==> src/rtl/core/vcvc_pkg.sv <==
// Shared types, constants and small tables for the vertex clip/viewport/cull core.
// No dependencies; every other file in rtl/core except vcvc_ifs imports this package.
package vcvc_pkg;

  localparam int STORE_DEPTH_DEF = 4096;
  localparam int SCREEN_W_DEF    = 1280;
  localparam int SCREEN_H_DEF    = 720;

  localparam int SLOT_W    = 12;
  localparam int POS_W     = 32;
  localparam int TAG_W     = 32;
  localparam int NUM_REGS  = 8;
  localparam int REG_IDX_W = 3;
  localparam int REG_W     = 64;
  localparam int ENTRY_W   = 64;
  localparam int ACC_W     = 52;
  localparam int QUOT_W    = 26;
  localparam int SX_W      = 19;
  localparam int SY_W      = 18;
  localparam int DZ_W      = 26;
  localparam int AREA_W    = 21;

  localparam logic [QUOT_W-1:0] DEPTH_SCALE = 26'h3ffffff;
  localparam logic [ENTRY_W-1:0] CLIPPED_ENTRY = {1'b1, {(ENTRY_W-1){1'b0}}};

  localparam logic [REG_W-1:0] MATRIX_RESET [NUM_REGS] = '{
    64'h0000_0000_0001_0000, 64'h0,
    64'h0001_0000_0000_0000, 64'h0,
    64'h0,                   64'h0000_0000_0001_0000,
    64'h0,                   64'h0001_0000_0000_0000
  };

  typedef enum logic {
    KIND_VERTEX   = 1'b0,
    KIND_TRIANGLE = 1'b1
  } kind_t;

  typedef enum logic [1:0] {
    STAT_VERTEX   = 2'd0,
    STAT_DRAWN    = 2'd1,
    STAT_CLIPPED  = 2'd2,
    STAT_BACKFACE = 2'd3
  } status_t;

  typedef struct packed {
    kind_t                        kind;
    logic                         slot_ok;
    logic [SLOT_W-1:0]            slot;
    logic [POS_W-1:0]             pos_x;
    logic [POS_W-1:0]             pos_y;
    logic [POS_W-1:0]             pos_z;
    logic [TAG_W-1:0]             tag;
    logic [2:0][SLOT_W-1:0]       corner;
    logic [2:0]                   corner_ok;
  } item_t;

  typedef struct packed {
    logic              start;
    logic [ACC_W-1:0]  num;
    logic [QUOT_W-1:0] scale;
    logic [ACC_W-1:0]  den;
  } div_req_t;

  typedef struct packed {
    logic              done;
    logic [QUOT_W-1:0] quot;
  } div_rsp_t;

  typedef enum logic [3:0] {
    B_IDLE, B_MAT, B_CLIP, B_DX, B_DY, B_DZ, B_STORE,
    B_READ, B_AREA, B_CULL, B_EMIT
  } back_state_t;

  typedef enum logic [1:0] {
    D_IDLE, D_MLO, D_MHI, D_RUN
  } div_state_t;

  // Matrix walk: step s covers row s/3, column s%3 (twelve products).
  function automatic logic [1:0] step_row(input logic [3:0] s);
    logic [1:0] r;
    case (s)
      4'd0, 4'd1, 4'd2:   r = 2'd0;
      4'd3, 4'd4, 4'd5:   r = 2'd1;
      4'd6, 4'd7, 4'd8:   r = 2'd2;
      default:            r = 2'd3;
    endcase
    return r;
  endfunction

  function automatic logic [1:0] step_col(input logic [3:0] s);
    logic [1:0] c;
    case (s)
      4'd0, 4'd3, 4'd6, 4'd9:  c = 2'd0;
      4'd1, 4'd4, 4'd7, 4'd10: c = 2'd1;
      default:                 c = 2'd2;
    endcase
    return c;
  endfunction

endpackage

==> src/rtl/core/vcvc_div.sv <==
// Multiply-then-divide unit: floor(num*scale/den), one quotient bit per cycle.
// Depends on vcvc_pkg (request/response structs, state enum).
module vcvc_div import vcvc_pkg::*; (
  input  logic     clk,
  input  logic     rst,
  input  div_req_t req,
  output div_rsp_t rsp
);

  localparam int PROD_W = ACC_W + QUOT_W;
  localparam int CNT_W  = $clog2(QUOT_W);

  div_state_t          state, state_next;
  logic [ACC_W-1:0]    num, den, rem;
  logic [QUOT_W-1:0]   scale, low, quot;
  logic [PROD_W-1:0]   prod, full;
  logic [ACC_W-1:0]    hi_part;
  logic [CNT_W-1:0]    cnt;
  logic [ACC_W:0]      trial;
  logic                fits;
  logic                done;

  assign hi_part = ACC_W'(num[ACC_W-1:QUOT_W]) * ACC_W'(scale);
  assign full    = prod + {hi_part, {QUOT_W{1'b0}}};
  assign trial   = {rem, low[QUOT_W-1]};
  assign fits    = trial >= {1'b0, den};

  always_comb begin
    state_next = state;
    case (state)
      D_IDLE:  if (req.start) state_next = D_MLO;
      D_MLO:   state_next = D_MHI;
      D_MHI:   state_next = D_RUN;
      D_RUN:   if (cnt == CNT_W'(QUOT_W - 1)) state_next = D_IDLE;
      default: state_next = D_IDLE;
    endcase
  end

  always_ff @(posedge clk) begin
    if (rst) begin
      state <= D_IDLE;
      done  <= 1'b0;
    end else begin
      state <= state_next;
      done  <= (state == D_RUN) && (cnt == CNT_W'(QUOT_W - 1));
    end
  end

  always_ff @(posedge clk) begin
    case (state)
      D_IDLE: begin
        num   <= req.num;
        scale <= req.scale;
        den   <= req.den;
      end
      D_MLO: begin
        prod <= PROD_W'(ACC_W'(num[QUOT_W-1:0]) * ACC_W'(scale));
      end
      D_MHI: begin
        // high remainder is already below den, so only QUOT_W steps remain
        rem <= full[PROD_W-1:QUOT_W];
        low <= full[QUOT_W-1:0];
        cnt <= '0;
      end
      D_RUN: begin
        rem  <= fits ? ACC_W'(trial - {1'b0, den}) : trial[ACC_W-1:0];
        low  <= {low[QUOT_W-2:0], 1'b0};
        quot <= {quot[QUOT_W-2:0], fits};
        cnt  <= cnt + 1'b1;
      end
      default: ;
    endcase
  end

  assign rsp = {done, quot};

endmodule

==> config.mk <==
export PLATFORM = sky130hd
export DESIGN_NAME = vcvc_div
export DESIGN_NICKNAME = d
export VERILOG_FILES = /design/src/rtl/core/vcvc_pkg.sv /design/src/rtl/core/vcvc_div.sv
export SDC_FILE = /design/constraint.sdc
export NUM_CORES = 2
export LEC_CHECK = 0
export ABC_CLOCK_PERIOD_IN_PS = 17400
export BUFFER_PORTS_ARGS = -buffer_cell sky130_fd_sc_hd__buf_2
export CORE_ASPECT_RATIO = 1.25
export CORE_UTILIZATION = 40
export CTS_BUF_LIST = sky130_fd_sc_hd__clkbuf_16
export DETAILED_ROUTE_END_ITERATION = 8
export PLACE_DENSITY = 0.66
export SYNTH_ARGS = -nofsm -noshare
export SYNTH_HDL_FRONTEND = slang
export SYNTH_SLANG_ARGS = --single-unit
==> constraint.sdc <==
create_clock -name clk -period 17.4 [get_ports clk]
set_input_delay 3.48 -clock clk [delete_from_list [all_inputs] [get_ports clk]]
set_output_delay 3.48 -clock clk [all_outputs]
set_load 0.01 [all_outputs]
==> summary by stage <==
Place
In this run the tool buffered the top-level ports with roughly 160 buffer cells. The last weighted congestion value of the routability-driven placer is 0.9422. The estimated wirelength of the detail-placed design is around 120 mm.

Detailed routing
The count of nets left with antenna violations once routing finished came out at 0. The per-cell via count in the routed design is between 5 and 6. The final wirelength is 160.5 mm. The met1 routed wirelength after detailed routing is between 60 and 70 mm. The total met3 wirelength after detailed routing is approximately 11 mm. The number of iterations in the first detailed-routing pass is 5. The routed layout has roughly 43,000 vias. The routed design uses between 70 and 80 mm of met2 wire.

The initial DRC count is between 2,000 and 3,000. In the routed design, unresolved DRC markers number 0. The highest signal layer in the routed design is met5.

In the final routed layout, each cell accounts on average for between 15 and 20 um.

Synthesis
For this run, the number of Yosys warnings is 0. In this run the cell area of the synthesized design comes to 59,030 um2. A synthesized cell averages 9.430 um2. The cell with the most instances after synthesis is inv_1. After synthesis, the largest area contributor takes up about two fifths of total cell area. Counting every instance in the synthesized netlist gives about 6,300. The largest area contributor in the netlist is fa_1.

When the netlist entered floorplanning its net count stood at 8,009. Synthesis instantiated between 90 and 100 different standard cells from the library. The sequential element share of the synthesized area is between 10 and 15%. The number of storage elements in the synthesis netlist is 294.

Yosys attributes the largest share of cell area to fa_1 39%, edfxtp_1 15%, ha_1 9.9%. Counting flops with a built-in enable in the synthesized netlist gives between 200 and 300. After synthesis, the most frequently instantiated cells are 1,285 x inv_1, 1,150 x fa_1, 883 x nand2_1. The most used flip-flop cell after synthesis is edfxtp_1.

In the synthesized netlist the async set-or-reset flop fraction comes to 0%.

Timing
The smallest clock period supported by the final layout is computed as ~10 ns. The relative slew slack is approximately 17%. The final number of max-transition violations is 0.

Setup repair after global routing left no endpoint under its margin. Dividing the final minimum period by the clock period gives between 50% and 60%. The count of final hold-check violations was 0. The setup clock skew after layout is between 0.06 and 0.07 ns.

The maximum clock frequency is approximately 0.1 GHz. After routing, the total negative slack on setup checks comes to 0 ns. For the pin with the worst max-slew slack, the measured transition is 1.239 ns. Setup violations remaining at the end of the flow were counted as 0.

Clock tree
After clock tree synthesis, the repair step resized 0 gates. The clock network latency to the later pin of the worst-skew pair is between 0.6 and 0.7 ns. The number of buffers added by the clock tree synthesis step is 38. The clock net in this run drives a total of a little under 300 sinks. The clock tree from TritonCTS is built. The number of levels the H-tree was split into is 2. The clock transition at the register clock pins on the worst setup and hold paths after CTS is 0.06 ns.

The number of hold-repair buffers added at the cts stage is 0. Buffers added to address setup during post-CTS repair amount to 0. The clock passes through at most 3 buffers.

The CTS root buffer is clkbuf_16.

Cells and area
The area growth from synthesis to layout is 6.544%. The share of layout cells above drive strength 1 is 6.021%. At the end of the flow, the number of nets in the layout was 7,966.

Global routing
The overflow left after global routing is 0. The number of antenna violations at the first check in global routing is 11. The wire length of the first global-routing pass is about 260 mm. The number of global-route vias before repair came to 46,684. Entering global routing, the biggest net connects around 90 pins. The global-route usage over all layers is 22.04%.

Floorplan
The placeable core region is roughly 150,000 um2. For this design the top-level I/O count stands at 160. The die covers approximately 150,000 um2. The die is around 350 um wide. Once the floorplan was initialized, standard cells occupied 40.28% of the core.

The die span in y is between 400 and 500 um. Row generation in the floorplan step produced ~160 rows.

Worst setup path
The arrival time of the worst setup path is between 10 and 15 ns. The type of the worst setup path is reg -> reg. In this design, the stage delay of the slowest critical-path cell is about 0.77 ns.

The worst-path maximum fanout is 33. The highest-delay cell along the critical path is edfxtp_1. For the worst setup path, the data required time is between 15 and 20 ns.

The startpoint kind of the worst setup timing path is a flip-flop. STA classifies the critical path endpoint as a flip-flop.

Min path
In this run the worst hold path is classified as reg -> reg.

Run
The number of max-cap violations is 0.

Run status
The flow ran to the end, and the final reports show no timing, DRC or antenna violations.
-- layout make-up --
class | instances | area, um2
Clock inverter | 30 | 306.5
Tap cell | 1908 | 2387
Timing Repair Buffer | 244 | 1434
Sequential cell | 294 | 8798
Antenna cell | 3 | 7.507
Clock buffer | 39 | 975.9
Inverter | 1287 | 4831
Fill cell | 14130 | 83660
Multi-Input combinational cell | 4351 | 44150
-- final timing paths --
path / depth (start not counted) / endpoint / slack (ns) / startpoint
hold reg to reg: 0 / quot[9] / 0.45 / quot[8]
setup / recovery: 37 / rem[48] / 7.44 / scale[5]
hold / removal: 0 / quot[9] / 0.45 / quot[8]
setup reg to reg: 37 / rem[48] / 7.44 / scale[5]
-- placed cells by master (no fill, tap or decap), types with 17 or more instances in the layout --
cell | synthesis | layout
nor2_1 | 155 | 155
and2_1 | 609 | 609
nor3_1 | 31 | 31
clkbuf_16 | 0 | 39
edfxtp_1 | 291 | 291
o21bai_1 | 20 | 20
nand3_1 | 46 | 46
o21ai_0 | 100 | 100
o211ai_1 | 19 | 19
mux2_2 | 27 | 27
buf_4 | 4 | 85
nor2b_1 | 17 | 17
a31oi_1 | 17 | 17
xnor2_1 | 120 | 120
a21o_1 | 109 | 109
buf_2 | 15 | 159
o21ai_1 | 17 | 17
o21a_1 | 24 | 24
xor2_1 | 62 | 62
a211oi_1 | 18 | 18
fa_1 | 1150 | 1150
inv_1 | 1285 | 1290
ha_1 | 467 | 464
nand4_1 | 31 | 31
a21oi_1 | 238 | 238
nand2_1 | 883 | 883
-- per-layer routing --
layer | global-route usage (%) | vias up
met2 | 38.81 | 1474
met1 | 25.94 | 21862
met3 | 3.728 | 413
met5 | 0 | -
met4 | 10.82 | 12
li1 | - | 19039
-- per-stage QoR --
| step | setup slack [ns] | util, % | hold slack [ns] | area [um2] | cells |
|---|---|---|---|---|---|
| floorplan | 9.074 | - | 0.4990 | 59030 | 6259 |
| global placement | 7.688 | 42.03 | 0.4321 | 61590 | 8084 |
| detailed placement | 7.506 | 42.03 | 0.4314 | 61600 | 8084 |
| CTS | 7.469 | 42.91 | 0.4518 | 62880 | 8153 |
| global route | 6.740 | 42.91 | 0.4596 | 62880 | 8153 |
| finish | 7.441 | 42.91 | 0.4478 | 62890 | 8156 |
-- critical path, delay by kind of cell (launching register included) --
| family | cells | cell delay, ns |
|---|---|---|
| AOI/OAI and AO/OA | 4 | 0.83 |
| adders and majority gates | 9 | 4.28 |
| DFF | 1 | 0.77 |
| xor gates and xnor gates | 2 | 0.29 |
| and+or+nand+nor | 14 | 2.57 |
| buffers and inverters | 8 | 0.89 |
-- cells by family after synthesis --
family          share of synthesized area [%]
compound gates                          6.934
mux                                    0.7186
xor+xnor                                2.794
simple gates                            15.38
buf+inv                                 10.36
flops                                   14.91
fa+ha+maj                               48.90
-- state kept, by name, summed over array words and instances (netlist names) --
signal	cells
den	52
num	52
prod	52
rem	52
low	26
quot	26
scale	26
cnt	5
state	2
done	1
Power is left out: the tool's default activity adds up to more than one toggle a clock period on the data nets, which glitch-free logic cannot reach.
